$ cat src/rtl/core/spq_pkg.sv
`timescale 1ns / 1ps

package spq_pkg;

   localparam int DEPTH_DEFAULT = 16;

   localparam logic [4:0] CAP_RESET = 5'd16;

   localparam logic ACTION_ENQ = 1'b0;
   localparam logic ACTION_DEQ = 1'b1;

   localparam logic [1:0] STATUS_DONE  = 2'd0;
   localparam logic [1:0] STATUS_FULL  = 2'd1;
   localparam logic [1:0] STATUS_EMPTY = 2'd2;

   typedef struct packed {
      logic       action;
      logic [7:0] new_prio;
      logic [7:0] new_char;
   } req_type;

   typedef struct packed {
      logic [7:0] out_prio;
      logic [7:0] out_char;
      logic [1:0] status;
      logic [4:0] count_after;
      logic       is_empty;
      logic       is_full;
   } rsp_type;

   typedef struct packed {
      logic [7:0] prio;
      logic [7:0] chr;
   } entry_type;

   // broadcast to every cell of the row
   typedef struct packed {
      logic      enq;
      logic      deq;
      entry_type entry;
   } cell_op_type;

endpackage

$ cat src/rtl/core/spq_cell.sv
`timescale 1ns / 1ps

module spq_cell (
   input  logic                clock,
   input  spq_pkg::cell_op_type op,
   input  logic                occ,
   input  logic                left_gt,
   input  spq_pkg::entry_type  left_entry,
   input  spq_pkg::entry_type  right_entry,
   output spq_pkg::entry_type  entry,
   output logic                gt
);

   spq_pkg::entry_type entry_ff;
   spq_pkg::entry_type entry_in;

   // an empty slot counts as greater, so insertion can land behind all held entries
   assign gt = !occ || (entry_ff.prio > op.entry.prio);

   always_comb begin
      entry_in = entry_ff;
      if (op.enq && gt) begin
         // first greater slot takes the new entry, the rest move back one
         entry_in = left_gt ? left_entry : op.entry;
      end else if (op.deq) begin
         entry_in = right_entry;
      end
   end

   always_ff @(posedge clock) begin
      entry_ff <= entry_in;
   end

   assign entry = entry_ff;

endmodule

$ cat src/rtl/core/sorted_priority_queue_top.sv
`timescale 1ns / 1ps

// Sorted priority queue of (priority, character) entries held in a row of
// DEPTH cells, smallest priority at the head; equal priorities leave in
// arrival order. An enqueue (action 0) inserts the entry or is refused with
// status 1 when the count has reached the capacity register (values above
// DEPTH act as DEPTH). A dequeue (action 1) returns the head entry, or status
// 2 with zero fields when empty. Each request gives exactly one response, in
// the cycle after its transfer, with the count, empty and full after the
// operation. One operation is taken per clock: every cell moves its entry to
// a neighbor or takes the new one at the same edge, and a new request is
// taken at the same edge at which the previous response transfers; while a
// response is held by rsp_stall, req_stall is high. csr_wr_data (reset 16)
// should only change while no operation is outstanding.
module sorted_priority_queue_top #(
   parameter int DEPTH = spq_pkg::DEPTH_DEFAULT
) (
   input  logic             clock,
   input  logic             reset,
   input  logic             req_valid,
   output logic             req_stall,
   input  spq_pkg::req_type req_data,
   output logic             rsp_valid,
   input  logic             rsp_stall,
   output spq_pkg::rsp_type rsp_data,
   input  logic             csr_wr_en,
   input  logic [4:0]       csr_wr_data
);

   localparam int CW   = $clog2(DEPTH + 1);
   localparam int CMPW = (CW > 5) ? CW : 5;

   logic [4:0]          cap_ff;
   logic [CW-1:0]       count_ff;
   logic [CW-1:0]       count_in;
   logic                rsp_valid_ff;
   logic                rsp_valid_in;
   spq_pkg::rsp_type    rsp_data_ff;
   spq_pkg::rsp_type    rsp_data_in;

   logic                accept;
   logic                is_enq;
   logic                refuse;
   logic                do_enq;
   logic                do_deq;
   logic [CMPW-1:0]     cap_eff;
   logic [CMPW-1:0]     count_ext;
   logic [CMPW-1:0]     count_in_ext;
   logic [CW+4:0]       count_wide;
   spq_pkg::cell_op_type op;

   spq_pkg::entry_type  entries [DEPTH+1];
   logic [DEPTH-1:0]    gts;

   assign req_stall = rsp_valid_ff && rsp_stall;
   assign accept    = req_valid && !req_stall;
   assign is_enq    = (req_data.action == spq_pkg::ACTION_ENQ);

   always_comb begin
      if (CMPW'(cap_ff) > CMPW'(DEPTH)) begin
         cap_eff = CMPW'(DEPTH);
      end else begin
         cap_eff = CMPW'(cap_ff);
      end
   end

   assign count_ext = CMPW'(count_ff);
   assign refuse    = (count_ext >= cap_eff);
   assign do_enq    = accept && is_enq && !refuse;
   assign do_deq    = accept && !is_enq && (count_ff != '0);

   assign op.enq   = do_enq;
   assign op.deq   = do_deq;
   assign op.entry = '{prio: req_data.new_prio, chr: req_data.new_char};

   assign entries[DEPTH] = '0;

   genvar i;
   generate
      for (i = 0; i < DEPTH; i++) begin : g_cell
         spq_cell u_cell (
            .clock       (clock),
            .op          (op),
            .occ         (count_ff > CW'(i)),
            .left_gt     ((i == 0) ? 1'b0 : gts[(i == 0) ? 0 : i - 1]),
            .left_entry  (entries[(i == 0) ? 0 : i - 1]),
            .right_entry (entries[i + 1]),
            .entry       (entries[i]),
            .gt          (gts[i])
         );
      end
   endgenerate

   always_comb begin
      count_in = count_ff;
      if (do_enq) begin
         count_in = count_ff + CW'(1);
      end else if (do_deq) begin
         count_in = count_ff - CW'(1);
      end
   end

   assign count_in_ext = CMPW'(count_in);
   assign count_wide   = (CW + 5)'(count_in);

   always_comb begin
      rsp_data_in             = '0;
      rsp_data_in.count_after = count_wide[4:0];
      rsp_data_in.is_empty    = (count_in == '0);
      rsp_data_in.is_full     = (count_in_ext >= cap_eff);
      if (is_enq) begin
         rsp_data_in.status = refuse ? spq_pkg::STATUS_FULL : spq_pkg::STATUS_DONE;
      end else if (count_ff == '0) begin
         rsp_data_in.status = spq_pkg::STATUS_EMPTY;
      end else begin
         rsp_data_in.status   = spq_pkg::STATUS_DONE;
         rsp_data_in.out_prio = entries[0].prio;
         rsp_data_in.out_char = entries[0].chr;
      end
   end

   // hold a stalled response, drop it once transferred
   assign rsp_valid_in = accept || (rsp_valid_ff && rsp_stall);

   always_ff @(posedge clock) begin
      if (reset) begin
         cap_ff       <= spq_pkg::CAP_RESET;
         count_ff     <= '0;
         rsp_valid_ff <= 1'b0;
      end else begin
         if (csr_wr_en) begin
            cap_ff <= csr_wr_data;
         end
         count_ff     <= count_in;
         rsp_valid_ff <= rsp_valid_in;
      end
   end

   always_ff @(posedge clock) begin
      if (accept) begin
         rsp_data_ff <= rsp_data_in;
      end
   end

   assign rsp_valid = rsp_valid_ff;
   assign rsp_data  = rsp_data_ff;

endmodule

$ cat config.mk
export PLATFORM = sky130hd
export DESIGN_NAME = sorted_priority_queue_top
export DESIGN_NICKNAME = d
export VERILOG_FILES = /design/src/rtl/core/spq_pkg.sv /design/src/rtl/core/spq_cell.sv /design/src/rtl/core/sorted_priority_queue_top.sv
export SDC_FILE = /design/constraint.sdc
export NUM_CORES = 1
export LEC_CHECK = 0
export CORE_MARGIN = 2
export CORE_UTILIZATION = 67
export DETAILED_ROUTE_END_ITERATION = 10
export DONT_BUFFER_PORTS = 1
export PLACE_DENSITY = 0.8
export RECOVER_POWER = 100
export SETUP_SLACK_MARGIN = 0.1
export SYNTH_ARGS = -nofsm -noshare
export SYNTH_HDL_FRONTEND = slang
export SYNTH_SLANG_ARGS = --single-unit
$ cat constraint.sdc
create_clock -name clock -period 10.8 [get_ports clock]
set_input_delay 2.16 -clock clock [delete_from_list [all_inputs] [get_ports clock]]
set_output_delay 2.16 -clock clock [all_outputs]
set_load 0.03 [all_outputs]
# Word level (Yosys, flattened, before mapping)
# Index checks and enable logic that the tools add are counted.
totals:
  regBits: 292
  input_bits: 27
  wordCells: 209
  output_inout_bits: 27
op_classes:
  n_bitwise: 1
  mux: 53
  n_addsub: 2
  magnitude_cmp: 35
  n_reduce_logical: 77
op_table:
  columns: ["operator", "n"]
  rows:
  - ["two-way mux 16 bit", 47]
  - ["> comparator 8 bit", 16]
  - ["> comparator 5 x 4 -> 1 bit (second input constant)", 8]
  - ["nonzero test 2 bit", 16]
  - ["logical AND 1 bit", 22]
  - ["> comparator 5 x 3 -> 1 bit (second input constant)", 4]
  - ["logical NOT 1 bit", 18]
  - ["logical OR 1 bit", 17]
  - ["two-way mux 5 bit", 3]
  - ["greater-or-equal comparator 5 bit", 2]
  - ["> comparator 5 x 1 -> 1 bit (second input constant)", 2]
  - ["> comparator 5 x 2 -> 1 bit (second input constant)", 2]
  - ["logical NOT 5 bit", 2]
  - ["adder 5 x 1 -> 5 bit (second input constant)", 1]
  - ["> comparator 5 bit (second input constant)", 1]
  - ["nonzero test 5 bit", 1]
  - ["subtractor 5 x 1 -> 5 bit (second input constant)", 1]
  - ["two-way mux 2 bit", 2]
  - ["OR reduction 2 bit", 1]
  - ["two-way mux 1 bit", 1]
  - ["NOT 1 bit", 1]

# Longest topological paths before layout
logic_depth:
  depth_word: 8
  depth_mapped: 15
  ltp_nobuf: 15

# Modules after synthesis
# A second synthesis with hierarchy kept.
unflattened:
  cells_unflattened: 1650
  hier_area_um2: 20075.5
modules_own_cells:
  columns: ["mod", "cells_per_inst", "n_inst", "area_per_inst_um2", "seq_area_each_um2"]
  rows:
  - ["spq_cell", 92, 16, 1131.1, 480.5]
  - ["sorted_priority_queue_top", 178, 1, 1978.1, 970.9]

# Worst setup path after synthesis
# No wires, ideal clock.
synth_path:
  path_type: "input port to flip-flop"
  from: "input port req_data[11] in the netlist's numbering"
  to: "register g_cell[10].u_cell.entry_ff (netlist bit g_cell[10].u_cell.entry[0]) (enable)"
  path_stages: 9
  required_time_ns: 10.389
  setup_slack_ns: 5.195
  setup_time_ns: 0.411
  n_path_buf: 3
  arrival_time_ns: 5.194
  cell_sequence: "clkbuf_1 -> inv_1 -> ha_1 -> and4_1 -> a211o_1 -> and2_1 -> buf_2 -> buf_4 -> o21ai_0"
synth_via:
  elab_chain_cells: 4
synth_rtl:
  columns: ["element", "line", "text"]
  rows:
  - ["start: declaration", "sorted_priority_queue_top.sv:22", "input spq_pkg::req_type req_data,"]
  - ["> comparator 8 bit", "spq_cell.sv:18", "assign gt = !occ || (entry_ff.prio > op.entry.prio);"]
  - ["logical OR 1 bit", "spq_cell.sv:18", null]
  - ["logical AND 1 bit", "spq_cell.sv:22", "if (op.enq && gt) begin"]
  - ["nonzero test 2 bit (no line)", null, null]
  - ["end signal: assignment", "spq_cell.sv:31", "entry_ff <= entry_in;"]
  - ["end: declaration", "spq_cell.sv:14", "spq_pkg::entry_type entry_ff;"]
# Every way passes these cells.
# A chain may end at the register's enable or synchronous reset.

# Final worst setup path
layout_path:
  from: "input port req_data[13] in the netlist's numbering"
  to: "register g_cell[14].u_cell.entry_ff (netlist bit g_cell[14].u_cell.entry[7]) (enable)"
layout_via:
  elab_chain_cells: 4
layout_rtl:
  columns: ["element", "line"]
  rows:
  - ["> comparator 8 bit", "spq_cell.sv:18"]
  - ["logical OR 1 bit", "spq_cell.sv:18"]
  - ["logical AND 1 bit", "spq_cell.sv:22"]
  - ["nonzero test 2 bit (no line)", null]
  - ["end signal: assignment", "spq_cell.sv:31"]
  - ["end: declaration", "spq_cell.sv:14"]
# Every way passes these cells.

==> key figures <==
Logic synthesis
  • Post-synthesis cell count: ~1600
  • Yosys reg bits: 292
  • Yosys cell types: 67
  • Syn nets: ~1800
  • Ys flop type: edfxtp_1
  • EDFF count, synth: ~280
  • Post-synthesis sequential area ratio: 48.75%
  • Mapped Area: ~18000 µm²
  • Yosys warnings: 0
  • Syn Area/Cell: 10.93 µm²
  • FFs w/ async S/R, synth: 0%

Power and ir drop
  • Pint: roughly 0.0023 W
  • Sw Ratio: around 30%
  • Comb pwr share: between 10% and 20%
  • Sw power: 0.0009734 W
  • Clock power share: about a third
  • Seq pwr share: about half
  • Worst vdd ir: ~0.00017 V
  • Power density cells: roughly 170 nW/µm²
  • Static Leakage: around 7.0 nW

STA
  • Clock Skew: between 0.02 and 0.025 ns
  • Final setup viols: 0
  • Final count of hold timing violations: 0
  • Slew Limit Fails: 310
  • Final Critical Period: between 7 and 8 ns
  • Tcrit/Tclk final: between 60% and 70%
  • Unrepaired setup endpoints after global routing: no
  • Slew @ Worst Pin: 3.170 ns
  • Max frequency: approximately 140 MHz
  • TNS Setup: 0 ns
  • WHS: slightly below 0.5 ns
  • Slew headroom: -113.2%

Setup path
  • CP Data Required Time: roughly 11 ns
  • Crit Path Max Fanout: 33
  • Crit path to: g_cell[14].u_cell.entry[7]
  • R2R Path Start: count_ext[1]
  • Critical path launch point type: primary input
  • Reg2reg setup slack: between 5 and 6 ns
  • CP arrival: approximately 7.2 ns
  • Crit path kind: primary input to flip-flop
  • Critical path origin: req_data[13]
  • Worst r2r path cells: 6
  • Worst reg2reg endpoint: g_cell[5].u_cell.entry[8]
  • Crit. End Element: flip-flop

Finish
  • Share of layout cells above drive strength 1: 5.542%
  • N_diodes: 0
  • Final layout net count: around 1800
  • Area growth from synthesis to layout: 5.854%
  • Fill count: ~1800

Hold path
  • Worst Hold Depth: 2
  • Worst min path class: flip-flop to flip-flop

Global route
  • Gr ovfl total: 0
  • Tot GR Track Use: a little over a third
  • Initial antenna violation count: 0
  • First-pass GRT wire length: ~75000 µm
  • Vias in the first global route: about 13000
  • Largest net degree at the start of global routing: 34

Die
  • # rows: 59
  • Chip width: between 150 and 200 µm
  • Starting Density: 68.16%
  • Die Area: between 20000 and 30000 µm²
  • Core area: 26060 µm²
  • I/O pin count: 54
  • Die Span Y: around 170 µm

CTS
  • CTS Root Cell: clkbuf_16
  • Post-CTS Setup Bufs: 0
  • CTS tree: yes
  • Cts bufs inserted: 31
  • CTS H-tree lvls: 1
  • Post-CTS Hold Buffers: 0
  • Clock-pin slew on the worst setup and hold paths: around 0.060 ns
  • Sink Count: a little under 300
  • # resized after CTS: 0
  • Worst-skew pair later-pin latency: just under 0.6 ns
  • Clock Tree Buf Depth: 3

Route
  • Via/cell ratio: ~6.8
  • Drc violations: 0
  • DR pass1 iterations: 7
  • Via count: 13190
  • DRT Wirelength: between 40000 and 50000 µm
  • Antenna Violating Nets Remaining: 0
  • Drt first-iter violations: around 2000
  • DR WL/cell: 25.12 µm

Place
  • GPL Wtd Cong: ~0.96
  • Dpl hpwl: 33840 µm
  • PortBufs: 0

Status
  • Status: finished with violations
  • Failing checks: capacitance limit, slew limit

Flow run
  • Max cap viols: 10
-- critical path, stage by stage --
cell and delay [ns]:
inv_1 0.67, ha_1 0.39, a21o_1 0.17, nand3_1 0.07
a21oi_1 0.09, o31ai_1 2.43, nand2_1 1.22
-- power by group through the flow --
| stage | Sequential [W] | Clock, W | Combinational [W] |
|---|---|---|---|
| 6_report | 0.00157 | 0.00108 | 0.000602 |
| 5_1_grt | 0.00158 | 0.00113 | 0.000672 |
| 4_1_cts | 0.00157 | 0.00108 | 0.000607 |
| 3_5_place_dp | 0.00159 | 0 | 0.000602 |
| 3_3_place_gp | 0.00159 | 0 | 0.000567 |
| 2_1_floorplan | 0.00152 | 0 | 0.000476 |
-- cell usage after synthesis (all sizes together) (17+ instances only) --
| library cell | count | area, µm² |
|---|---|---|
| edfxtp | 281 | 8438 |
| nor2b | 25 | 156.4 |
| o211ai | 17 | 127.6 |
| and3 | 19 | 131.4 |
| nand4 | 27 | 168.9 |
| nor2 | 86 | 340.3 |
| o21ai | 210 | 1055 |
| a21oi | 112 | 579.3 |
| inv | 30 | 112.6 |
| ha | 143 | 1789 |
| mux2i | 245 | 2452 |
| nand2 | 225 | 847.1 |
| buf | 28 | 181.4 |
| clkbuf | 63 | 267.8 |
-- through the flow --
| stage | instance area (µm²) | worst slack [ns] | cells | utilization (%) | power (W) |
|---|---|---|---|---|---|
| 3_3_place_gp | 17970 | 5.216 | 1883 | 68.95 | 0.002153 |
| 2_1_floorplan | 17760 | 5.195 | 1625 | - | 0.001999 |
| 5_1_grt | 18800 | 3.177 | 1941 | 72.15 | 0.003378 |
| 4_1_cts | 18990 | 5.626 | 1941 | 72.87 | 0.003254 |
| 6_report | 18800 | 3.623 | 1941 | 72.15 | 0.003253 |
| 3_5_place_dp | 17970 | 5.055 | 1883 | 68.95 | 0.002190 |
-- logic make-up after synthesis --
group           count (synthesis)  synth area share, %
mux                           254                14.38
compound gates                393                12.45
xor+xnor                        1              0.04932
buf+inv                       121                3.163
flops                         292                48.75
simple gates                  421                11.14
fa+ha+maj                     143                10.07
-- cell usage in the layout (no fill, tap or decap), types with 9 or more instances in the layout --
master / Yosys / final
a21oi_1: 109 / 110
inv_1: 30 / 30
o211ai_1: 17 / 17
and3_1: 12 / 12
mux2i_1: 245 / 245
nand4_1: 27 / 27
clkbuf_1: 59 / 11
clkbuf_16: 0 / 31
o21ai_0: 179 / 205
o21a_1: 11 / 11
nand2b_1: 9 / 9
ha_1: 143 / 143
nand2_1: 224 / 224
nor2b_1: 25 / 25
dfxtp_1: 11 / 11
nor2_1: 81 / 81
edfxtp_1: 281 / 281
-- per-layer routing --
metal	part of all wire, %	wire (µm)	vias to the layer above	global-route usage (%)
met5	0	0	-	0
met4	4.8	2321	0	13.42
met3	12	5834	152	7.462
met2	42	20640	874	50.97
met1	41	19950	6209	51.05
li1	-	-	5958	-
-- state kept, by name, summed over array words and instances, names as in the netlist --
register,flops
g_cell.u_cell.entry,256
rsp_data,25
cap_ff,5
count_ext,5
rsp_valid,1
-- how the worst min path moves through the flow --
stage,from,end,slack (ns)
after floorplan,cap_ff[0],cap_ff[0],0.45
after global placement,cap_ff[3],cap_ff[3],0.48
after detailed placement,cap_ff[0],cap_ff[0],0.49
after CTS,cap_ff[0],cap_ff[0],0.50
after global routing,cap_ff[2],cap_ff[2],0.55
final,cap_ff[0],cap_ff[0],0.49
-- area by class of cell --
class / count / area [µm²] / share of cell area (%)
flip-flops and latches: 292 / 8658 / 46.05
multi-input cells: 1212 / 8518 / 45.31
clock buffers: 33 / 783.3 / 4.166
well taps: 335 / 419.2 / 2.229
clock inverters: 25 / 237.7 / 1.264
inverters: 30 / 112.6 / 0.5990
repair buffers: 14 / 71.32 / 0.3793
(Power assumes the default switching activity.)
